**src/sv/lpbf_pkg.sv**
```systemverilog
// Package for the LED PWM dimmer with blink and fade.
// Holds action and mode codes, register map, config and item structs.
// No dependencies.
package lpbf_pkg;

	// Command codes carried in the action field
	typedef enum logic [2:0] {
		ACT_TICK     = 3'd0,
		ACT_SET      = 3'd1,
		ACT_STEP_UP  = 3'd2,
		ACT_STEP_DN  = 3'd3,
		ACT_BLINK    = 3'd4,
		ACT_FADE     = 3'd5,
		ACT_STOP     = 3'd6
	} action_t;

	// Mode reported with each result
	localparam logic [1:0] MODE_STEADY = 2'd0;
	localparam logic [1:0] MODE_BLINK  = 2'd1;
	localparam logic [1:0] MODE_FADE   = 2'd2;

	// Register map, byte address = 4 * index
	localparam int ADDR_BITS = 5;
	localparam int DATA_BITS = 32;

	typedef enum logic [2:0] {
		REG_BLINK_ON_LEVEL  = 3'd0,
		REG_BLINK_OFF_LEVEL = 3'd1,
		REG_BLINK_ON_TICKS  = 3'd2,
		REG_BLINK_OFF_TICKS = 3'd3,
		REG_FADE_STEP_TICKS = 3'd4
	} reg_idx_t;

	// Brightness and timer widths of the register and item fields
	localparam int BRIGHT_BITS = 8;
	localparam int TICK_BITS   = 16;

	typedef struct packed {
		logic [BRIGHT_BITS-1:0] blink_on_level;
		logic [BRIGHT_BITS-1:0] blink_off_level;
		logic [TICK_BITS-1:0]   blink_on_ticks;
		logic [TICK_BITS-1:0]   blink_off_ticks;
		logic [TICK_BITS-1:0]   fade_step_ticks;
	} cfg_t;

	typedef struct packed {
		logic [2:0]             action;
		logic [BRIGHT_BITS-1:0] brightness;
		logic [BRIGHT_BITS-1:0] end_brightness;
		logic                   restore_end;
		logic                   endless;
		logic [TICK_BITS-1:0]   duration;
	} item_t;

endpackage

```
**src/sv/lpbf_regs.sv**
```systemverilog
// APB-style configuration register file for the LED dimmer.
// Depends on lpbf_pkg (cfg_t, register indexes, address and data widths).
module lpbf_regs (
	input  logic                           clk,
	input  logic                           arst_n,
	input  logic                           psel,
	input  logic                           penable,
	input  logic                           pwrite,
	input  logic [lpbf_pkg::ADDR_BITS-1:0] paddr,
	input  logic [lpbf_pkg::DATA_BITS-1:0] pwdata,
	output logic [lpbf_pkg::DATA_BITS-1:0] prdata,
	output logic                           pready,
	output lpbf_pkg::cfg_t                 cfg
);

	lpbf_pkg::cfg_t cfg_q;
	logic [2:0]     idx;
	logic           wr_en;

	assign pready = 1'b1;
	assign idx    = paddr[lpbf_pkg::ADDR_BITS-1:2];
	assign wr_en  = psel && penable && pwrite;
	assign cfg    = cfg_q;

	// Register writes in the access phase
	always_ff @(posedge clk or negedge arst_n) begin
		if (!arst_n) begin
			cfg_q.blink_on_level  <= '0;
			cfg_q.blink_off_level <= '0;
			cfg_q.blink_on_ticks  <= lpbf_pkg::TICK_BITS'(1);
			cfg_q.blink_off_ticks <= lpbf_pkg::TICK_BITS'(1);
			cfg_q.fade_step_ticks <= lpbf_pkg::TICK_BITS'(1);
		end else if (wr_en) begin
			case (idx)
				lpbf_pkg::REG_BLINK_ON_LEVEL:
					cfg_q.blink_on_level <= pwdata[lpbf_pkg::BRIGHT_BITS-1:0];
				lpbf_pkg::REG_BLINK_OFF_LEVEL:
					cfg_q.blink_off_level <= pwdata[lpbf_pkg::BRIGHT_BITS-1:0];
				lpbf_pkg::REG_BLINK_ON_TICKS:
					cfg_q.blink_on_ticks <= pwdata[lpbf_pkg::TICK_BITS-1:0];
				lpbf_pkg::REG_BLINK_OFF_TICKS:
					cfg_q.blink_off_ticks <= pwdata[lpbf_pkg::TICK_BITS-1:0];
				lpbf_pkg::REG_FADE_STEP_TICKS:
					cfg_q.fade_step_ticks <= pwdata[lpbf_pkg::TICK_BITS-1:0];
				default: ;
			endcase
		end
	end

	// Read mux, unmapped addresses read zero
	always_comb begin
		case (idx)
			lpbf_pkg::REG_BLINK_ON_LEVEL:
				prdata = lpbf_pkg::DATA_BITS'(cfg_q.blink_on_level);
			lpbf_pkg::REG_BLINK_OFF_LEVEL:
				prdata = lpbf_pkg::DATA_BITS'(cfg_q.blink_off_level);
			lpbf_pkg::REG_BLINK_ON_TICKS:
				prdata = lpbf_pkg::DATA_BITS'(cfg_q.blink_on_ticks);
			lpbf_pkg::REG_BLINK_OFF_TICKS:
				prdata = lpbf_pkg::DATA_BITS'(cfg_q.blink_off_ticks);
			lpbf_pkg::REG_FADE_STEP_TICKS:
				prdata = lpbf_pkg::DATA_BITS'(cfg_q.fade_step_ticks);
			default:
				prdata = '0;
		endcase
	end

endmodule

```
**src/sv/lpbf_core.sv**
```systemverilog
// State registers and single-step update logic of the LED dimmer.
// Depends on lpbf_pkg (item_t, cfg_t, action and mode codes).
module lpbf_core #(
	parameter int LEVEL_BITS = 3,
	parameter int TIMER_BITS = 16
) (
	input  logic                  clk,
	input  logic                  arst_n,
	input  logic                  fire,
	input  lpbf_pkg::item_t       item,
	input  lpbf_pkg::cfg_t        cfg,
	output logic                  nxt_led_on,
	output logic [LEVEL_BITS-1:0] nxt_level,
	output logic [1:0]            nxt_mode
);

	localparam logic [LEVEL_BITS-1:0] LEVEL_MAX = {LEVEL_BITS{1'b1}};
	localparam int BRIGHT_SHIFT = lpbf_pkg::BRIGHT_BITS - LEVEL_BITS;

	// top LEVEL_BITS bits of a brightness
	function automatic logic [LEVEL_BITS-1:0] to_level(logic [lpbf_pkg::BRIGHT_BITS-1:0] b);
		return b[lpbf_pkg::BRIGHT_BITS-1 -: LEVEL_BITS];
	endfunction

	// a timer at 0 or 1 expires on this tick
	function automatic logic tmr_done(logic [TIMER_BITS-1:0] w);
		return (w >> 1) == '0;
	endfunction

	// State registers
	logic [LEVEL_BITS-1:0]            level_q, n_level;
	logic                             pin_q, n_pin;
	logic [LEVEL_BITS-1:0]            pwm_wait_q, n_pwm_wait;
	logic                             blink_q, n_blink;
	logic                             phase_on_q, n_phase_on;
	logic [TIMER_BITS-1:0]            blink_wait_q, n_blink_wait;
	logic                             fade_q, n_fade;
	logic                             going_down_q, n_going_down;
	logic [TIMER_BITS-1:0]            fade_wait_q, n_fade_wait;
	logic                             armed_q, n_armed;
	logic [TIMER_BITS-1:0]            stop_wait_q, n_stop_wait;
	logic [lpbf_pkg::BRIGHT_BITS-1:0] end_level_q, n_end_level;

	// Next state for one tick or command
	always_comb begin
		n_level      = level_q;
		n_pin        = pin_q;
		n_pwm_wait   = pwm_wait_q;
		n_blink      = blink_q;
		n_phase_on   = phase_on_q;
		n_blink_wait = blink_wait_q;
		n_fade       = fade_q;
		n_going_down = going_down_q;
		n_fade_wait  = fade_wait_q;
		n_armed      = armed_q;
		n_stop_wait  = stop_wait_q;
		n_end_level  = end_level_q;

		case (item.action)
			lpbf_pkg::ACT_TICK: begin
				// auto stop counts first
				if (n_armed) begin
					if (tmr_done(n_stop_wait)) begin
						n_armed = 1'b0;
						n_blink = 1'b0;
						n_fade  = 1'b0;
						n_level = to_level(n_end_level);
					end else begin
						n_stop_wait = n_stop_wait - 1'b1;
					end
				end
				// blink phase timer
				if (n_blink) begin
					if (tmr_done(n_blink_wait)) begin
						if (n_phase_on) begin
							n_phase_on   = 1'b0;
							n_level      = to_level(cfg.blink_off_level);
							n_blink_wait = TIMER_BITS'(cfg.blink_off_ticks);
						end else begin
							n_phase_on   = 1'b1;
							n_level      = to_level(cfg.blink_on_level);
							n_blink_wait = TIMER_BITS'(cfg.blink_on_ticks);
						end
					end else begin
						n_blink_wait = n_blink_wait - 1'b1;
					end
				end
				// fade step timer, triangle between 0 and max
				if (n_fade) begin
					if (tmr_done(n_fade_wait)) begin
						if (n_going_down)
							n_level = n_level - 1'b1;
						else
							n_level = n_level + 1'b1;
						if (n_level == LEVEL_MAX)
							n_going_down = 1'b1;
						else if (n_level == '0)
							n_going_down = 1'b0;
						n_fade_wait = TIMER_BITS'(cfg.fade_step_ticks);
					end else begin
						n_fade_wait = n_fade_wait - 1'b1;
					end
				end
				// soft PWM decision
				if ((n_pwm_wait >> 1) == '0) begin
					if (n_level == '0) begin
						n_pin      = 1'b0;
						n_pwm_wait = LEVEL_MAX;
					end else if (n_level == LEVEL_MAX) begin
						n_pin      = 1'b1;
						n_pwm_wait = LEVEL_MAX;
					end else begin
						n_pwm_wait = n_pin ? (LEVEL_MAX - n_level) : n_level;
						n_pin      = ~n_pin;
					end
				end else begin
					n_pwm_wait = n_pwm_wait - 1'b1;
				end
			end
			lpbf_pkg::ACT_SET:     n_level = to_level(item.brightness);
			lpbf_pkg::ACT_STEP_UP: n_level = level_q + 1'b1;
			lpbf_pkg::ACT_STEP_DN: n_level = level_q - 1'b1;
			lpbf_pkg::ACT_BLINK, lpbf_pkg::ACT_FADE: begin
				// stop whatever runs, then arm the new end level and auto stop
				n_level = to_level(end_level_q);
				n_end_level = item.restore_end
					? (lpbf_pkg::BRIGHT_BITS'(level_q) << BRIGHT_SHIFT)
					: item.end_brightness;
				n_armed = !item.endless;
				if (!item.endless)
					n_stop_wait = TIMER_BITS'(item.duration);
				if (item.action == lpbf_pkg::ACT_BLINK) begin
					n_blink      = 1'b1;
					n_fade       = 1'b0;
					n_phase_on   = 1'b0;
					n_level      = to_level(cfg.blink_off_level);
					n_blink_wait = TIMER_BITS'(cfg.blink_off_ticks);
				end else begin
					n_blink      = 1'b0;
					n_fade       = 1'b1;
					n_going_down = 1'b0;
					n_level      = '0;
					n_fade_wait  = TIMER_BITS'(cfg.fade_step_ticks);
				end
			end
			lpbf_pkg::ACT_STOP: begin
				n_armed = 1'b0;
				n_blink = 1'b0;
				n_fade  = 1'b0;
				n_level = to_level(end_level_q);
			end
			default: ;
		endcase
	end

	// State update on each transfer through the stage
	always_ff @(posedge clk or negedge arst_n) begin
		if (!arst_n) begin
			level_q      <= '0;
			pin_q        <= 1'b0;
			pwm_wait_q   <= '0;
			blink_q      <= 1'b0;
			phase_on_q   <= 1'b0;
			blink_wait_q <= '0;
			fade_q       <= 1'b0;
			going_down_q <= 1'b0;
			fade_wait_q  <= '0;
			armed_q      <= 1'b0;
			stop_wait_q  <= '0;
			end_level_q  <= '0;
		end else if (fire) begin
			level_q      <= n_level;
			pin_q        <= n_pin;
			pwm_wait_q   <= n_pwm_wait;
			blink_q      <= n_blink;
			phase_on_q   <= n_phase_on;
			blink_wait_q <= n_blink_wait;
			fade_q       <= n_fade;
			going_down_q <= n_going_down;
			fade_wait_q  <= n_fade_wait;
			armed_q      <= n_armed;
			stop_wait_q  <= n_stop_wait;
			end_level_q  <= n_end_level;
		end
	end

	// Result fields
	assign nxt_led_on = n_pin;
	assign nxt_level  = n_level;
	assign nxt_mode   = n_blink ? lpbf_pkg::MODE_BLINK
		: (n_fade ? lpbf_pkg::MODE_FADE : lpbf_pkg::MODE_STEADY);

endmodule

```
**src/sv/led_pwm_blink_fade_controller_top.sv**
```systemverilog
// Top level of the LED PWM dimmer with blink and breathing fade.
// Depends on lpbf_pkg, lpbf_regs and lpbf_core.
//
//  channel  | handshake               | payload
//  ---------+-------------------------+----------------------------------------
//  in       | in_valid / in_stall     | action brightness end_brightness
//           |                         | restore_end endless duration
//  out      | out_valid / out_stall   | led_on level mode
//  config   | psel penable pwrite     | paddr pwdata prdata, pready tied high
//
// One item per cycle while the result register is empty or taken: input register,
// combinational update logic against the state registers, result register.
// An item waits in the input register until the result register frees. The
// input register holds one item while a result is stalled;
// in_stall rises only when both are occupied and out_stall is high.
// Reset clears the core state, valid flags and config registers to defaults.
module led_pwm_blink_fade_controller_top #(
	parameter int LEVEL_BITS = 3,
	parameter int TIMER_BITS = 16
) (
	input  logic                           clk,
	input  logic                           arst_n,
	input  logic                           in_valid,
	output logic                           in_stall,
	input  logic [2:0]                     action,
	input  logic [7:0]                     brightness,
	input  logic [7:0]                     end_brightness,
	input  logic                           restore_end,
	input  logic                           endless,
	input  logic [15:0]                    duration,
	output logic                           out_valid,
	input  logic                           out_stall,
	output logic                           led_on,
	output logic [LEVEL_BITS-1:0]          level,
	output logic [1:0]                     mode,
	input  logic                           psel,
	input  logic                           penable,
	input  logic                           pwrite,
	input  logic [lpbf_pkg::ADDR_BITS-1:0] paddr,
	input  logic [lpbf_pkg::DATA_BITS-1:0] pwdata,
	output logic [lpbf_pkg::DATA_BITS-1:0] prdata,
	output logic                           pready
);

	lpbf_pkg::cfg_t  cfg;
	lpbf_pkg::item_t item_s1;
	logic            valid_s1;
	logic            advance;
	logic            fire;
	logic            nxt_led_on;
	logic [LEVEL_BITS-1:0] nxt_level;
	logic [1:0]      nxt_mode;
	logic            out_valid_q;
	logic            led_on_q;
	logic [LEVEL_BITS-1:0] level_q;
	logic [1:0]      mode_q;

	lpbf_regs u_regs (
		.clk     (clk),
		.arst_n  (arst_n),
		.psel    (psel),
		.penable (penable),
		.pwrite  (pwrite),
		.paddr   (paddr),
		.pwdata  (pwdata),
		.prdata  (prdata),
		.pready  (pready),
		.cfg     (cfg)
	);

	// Handshake: the result register frees when empty or taken
	assign advance  = !out_valid_q || !out_stall;
	assign fire     = valid_s1 && advance;
	assign in_stall = valid_s1 && !advance;

	// Input register
	always_ff @(posedge clk or negedge arst_n) begin
		if (!arst_n) begin
			valid_s1 <= 1'b0;
		end else if (!in_stall) begin
			valid_s1 <= in_valid;
		end
	end

	always_ff @(posedge clk) begin
		if (in_valid && !in_stall) begin
			item_s1.action         <= action;
			item_s1.brightness     <= brightness;
			item_s1.end_brightness <= end_brightness;
			item_s1.restore_end    <= restore_end;
			item_s1.endless        <= endless;
			item_s1.duration       <= duration;
		end
	end

	lpbf_core #(
		.LEVEL_BITS (LEVEL_BITS),
		.TIMER_BITS (TIMER_BITS)
	) u_core (
		.clk        (clk),
		.arst_n     (arst_n),
		.fire       (fire),
		.item       (item_s1),
		.cfg        (cfg),
		.nxt_led_on (nxt_led_on),
		.nxt_level  (nxt_level),
		.nxt_mode   (nxt_mode)
	);

	// Result register
	always_ff @(posedge clk or negedge arst_n) begin
		if (!arst_n) begin
			out_valid_q <= 1'b0;
		end else if (advance) begin
			out_valid_q <= valid_s1;
		end
	end

	always_ff @(posedge clk) begin
		if (fire) begin
			led_on_q <= nxt_led_on;
			level_q  <= nxt_level;
			mode_q   <= nxt_mode;
		end
	end

	assign out_valid = out_valid_q;
	assign led_on    = led_on_q;
	assign level     = level_q;
	assign mode      = mode_q;

endmodule

```
**config.mk**
```make
export PLATFORM = sky130hd
export DESIGN_NAME = led_pwm_blink_fade_controller_top
export DESIGN_NICKNAME = d
export VERILOG_FILES = /design/src/sv/lpbf_pkg.sv /design/src/sv/lpbf_regs.sv /design/src/sv/lpbf_core.sv /design/src/sv/led_pwm_blink_fade_controller_top.sv
export SDC_FILE = /design/constraint.sdc
export NUM_CORES = 1
export LEC_CHECK = 0
export BUFFER_PORTS_ARGS = -buffer_cell sky130_fd_sc_hd__buf_4
export CAP_MARGIN = 20
export CORE_ASPECT_RATIO = 1.1
export CORE_MARGIN = 2
export CORE_UTILIZATION = 45
export CTS_CLUSTER_DIAMETER = 100
export DETAILED_ROUTE_END_ITERATION = 16
export PLACE_DENSITY_LB_ADDON = 0.2
export SLEW_MARGIN = 0
export SYNTH_ARGS = -nofsm -noshare
export SYNTH_HDL_FRONTEND = slang
export SYNTH_SLANG_ARGS = --single-unit
export TNS_END_PERCENT = 100
```
**constraint.sdc**
```tcl
create_clock -name clk -period 5.68 [get_ports clk]
set_input_delay 0.284 -clock clk [delete_from_list [all_inputs] [get_ports clk]]
set_output_delay 0.284 -clock clk [all_outputs]
set_load 0.02 [all_outputs]
```
==> impl_metrics.csv <==
group,metric,value,unit
layout,drive_gt1_share,21.33,%
route,firstDrtPassIters,5,
min_path,hold_end,"item_s1[8]$_DFFE_PP_",
clocking,cts_buffers,17,
layout,diodes,0,
min_path,hold_path_depth,1,
synth,ys.flop_type,"dfrtp_1",
layout,nFillCells,1757,
timing,finalSetupViolations,0,
critical_path,critPathKind,"flip-flop to flip-flop",
layout,synthToLayoutAreaGrowth,14.95,%
route,routedWlPerCell,18.25,um
critical_path,r2r-end,"u_core.level_q[2]$_DFFE_PN0P_",
clocking,clock_sinks,162,
placement,place_area,9433,sq um
global_routing,gr-total-overflow,0,
min_path,worstHoldStart,"duration[8]",
clocking,cts_buffer_depth,2,
clocking,clkSlewWorstSetupHoldPaths,0.06,ns
pwr,leakagePower,4.220,nW
route,drt_first_iter_violations,599,
pwr,p_per_area,408.2,nW/um^2
timing,fin_crit,3.962,ns
route,final_antenna_net_count,0,
critical_path,cp_data_arrival_time,4.27,ns
layout,multiInputGateArea,4135,sq um
synth,async_flop_share,79.63,%
floorplan,die_y,149.9,um
critical_path,cp-start-kind,"flip-flop",
clocking,post_cts_buffers,0,
status,outcome,"completed",
global_routing,grtUsageTotal,22.43,%
critical_path,required,5.99,ns
synth,ys.warnings.count,0,
global_routing,grt_pass1_wl,35.44,mm
run,maxCapViolCount,0,
timing,worst_slack,1.718,ns
synth,syn_area,8711,sq um
global_routing,grt_max_degree,78,
timing,finClkSkew,0.008127,ns
synth,netlist-cell-type-count,63,
critical_path,reg2regPathDepth,12,
critical_path,path_max_fanout,8,
placement,post-place-ws,1.725,ns
synth,synth_edf_count,33,
clocking,clkLatencyLatePin,0.43,ns
timing,finalMaxSlewViolations,0,
critical_path,reg2reg_from,"u_core.stop_wait_q[9]$_DFFE_PN0P_",
global_routing,antenna_found_initial,0,
pwr,ir_worst_vdd,0.2335,mV
layout,final_area,10010,sq um
global_routing,grt_pass1_vias,6720,
critical_path,worst-r2r-setup-slack,1.72,ns
layout,final_common_cell,"dfrtp_1",
pwr,finalPower,0.004088,W
placement,port_buffers,76,
timing,worstMarginPinSlew,0.9622,ns
timing,slew_headroom,35.79,%
route,viasPerCell,5.816,
floorplan,start_util,45.77,%
floorplan,die_w,136.7,um
timing,final.setup.tns,0,ns
layout,finalNetCount,1038,
timing,rsz0062_at_grt,"no",
floorplan,io-pin-count,122,
route,drc_errors,0,
critical_path,end_kind,"flip-flop",
route,num_vias,7026,
timing,hold_viol,0,
placement,dpl.hpwl,15.42,mm
synth,synth_seq_area_share,48.48,%
floorplan,dieArea,20490,sq um
clocking,cts_root_buffer,"clkbuf_16",
placement,routabilityCongestion,0.8379,
synth,synth-seq-cells,162,
route,routed_wl,22.05,mm
layout,regArea,4223,sq um
synth,syn_inst,888,
synth,synth.avg_cell_area,9.810,sq um
floorplan,fp-row-count,53,
clocking,cts_tree,"yes",
timing,fin_crit_sh,69.76,%
floorplan,core-area,19030,sq um
layout,final_cell_mix,"126 x dfrtp_1, 88 x buf_4, 72 x nand2_1, 71 x mux2_2, 65 x nor2_1",
min_path,min_path_type,"input port to flip-flop",
timing,fmax,252.4,MHz
clocking,htreeDepth,4,
[cell families (layout without fill, tap and decap cells)]
family	after synthesis	in the layout	synth area share, %
buf+inv	92	150	4.754
compound gates	250	250	16.95
flops	162	162	48.48
other cells	2	17	0.08621
fa+ha+maj	9	9	1.465
mux	88	88	11.13
xor+xnor	17	17	1.709
simple gates	268	268	15.43
[metal layers]
layer  part of all wire [%]  up-vias  GRT usage, %
met3                    5.7       29         4.167
met2                     48      227         35.55
met4                    1.9        0         7.500
met1                     45     3439         30.94
li1                       -     3331             -
met5                      0        -             0
[cell usage after synthesis, types with 29 or more instances]
cell type | count | share of area (%)
dfrtp_1 | 126 | 36
nand2_1 | 72 | 3.1
mux2_2 | 71 | 9.2
nor2_1 | 66 | 2.8
o21ai_0 | 63 | 3.6
a21oi_1 | 60 | 3.4
clkbuf_1 | 38 | 1.6
edfxtp_1 | 33 | 11
a22oi_1 | 29 | 2.5
nor3_1 | 29 | 1.7
o21ai_1 | 29 | 1.7
[stage by stage]
stage | instances | util, % | hold slack (ns)
6_report | 1208 | 52.61 | 0.02775
5_1_grt | 1208 | 52.61 | 0.008709
4_1_cts | 1207 | 52.53 | 0.01593
3_5_place_dp | 1174 | 49.56 | 0.2125
3_3_place_gp | 1174 | 49.56 | 0.2095
2_1_floorplan | 903 | - | -0.01159
[report_power, final]
| group | internal (W) | switching [W] |
|---|---|---|
| clock | 0.000615 | 0.000486 |
| sequential | 0.00148 | 0.000351 |
| combinational | 0.000533 | 0.000618 |
[worst max-delay path, stage by stage (launching register included)]
cell	delay (ns)
dfrtp_1	0.45
or4_1	0.56
nor2_1	0.26
and4_1	0.45
nor3_1	0.11
a21o_1	0.20
fa_1	0.43
xnor2_1	0.18
o211a_1	0.23
nor3_2	0.39
nor2_1	0.14
o2bb2ai_1	0.17
mux2_2	0.27
[sequential cells by signal, indices dropped and copies added (netlist names), 2 cells and up]
signal               cells
u_regs.cfg              64
item_s1                 27
u_core.blink_wait_q     16
u_core.fade_wait_q      16
u_core.stop_wait_q      16
level                    3
u_core.end_level_q       3
u_core.level_q           3
u_core.pwm_wait_q        3
mode                     2
[area by class of cell]
cell class / count / area share (%)
Clock inverter: 12 / 1.087
Multi-Input combinational cell: 649 / 41.30
Sequential cell: 162 / 42.17
Clock buffer: 20 / 4.461
Timing Repair Buffer: 90 / 6.847
Inverter: 28 / 1.050
Tap cell: 247 / 3.086
[worst max path at each step]
stage	start	end	cells after the start
2_1_floorplan	u_core.stop_wait_q[5]$_DFFE_PN0P_	u_core.level_q[2]$_DFFE_PN0P_	13
3_3_place_gp	u_core.stop_wait_q[9]$_DFFE_PN0P_	u_core.level_q[2]$_DFFE_PN0P_	12
3_5_place_dp	u_core.stop_wait_q[9]$_DFFE_PN0P_	u_core.level_q[2]$_DFFE_PN0P_	12
4_1_cts	u_core.stop_wait_q[9]$_DFFE_PN0P_	u_core.level_q[2]$_DFFE_PN0P_	12
5_1_grt	u_core.stop_wait_q[9]$_DFFE_PN0P_	led_on$_DFFE_PP_	12
6_report	u_core.stop_wait_q[9]$_DFFE_PN0P_	u_core.level_q[2]$_DFFE_PN0P_	12
[timing repair]
item / 4_1_cts / 5_1_grt
endpoints found under the hold margin: 22 / 0
hold buffers: 1 / 0
gates resized for setup: 0 / 0
(Power assumes the default switching activity.)
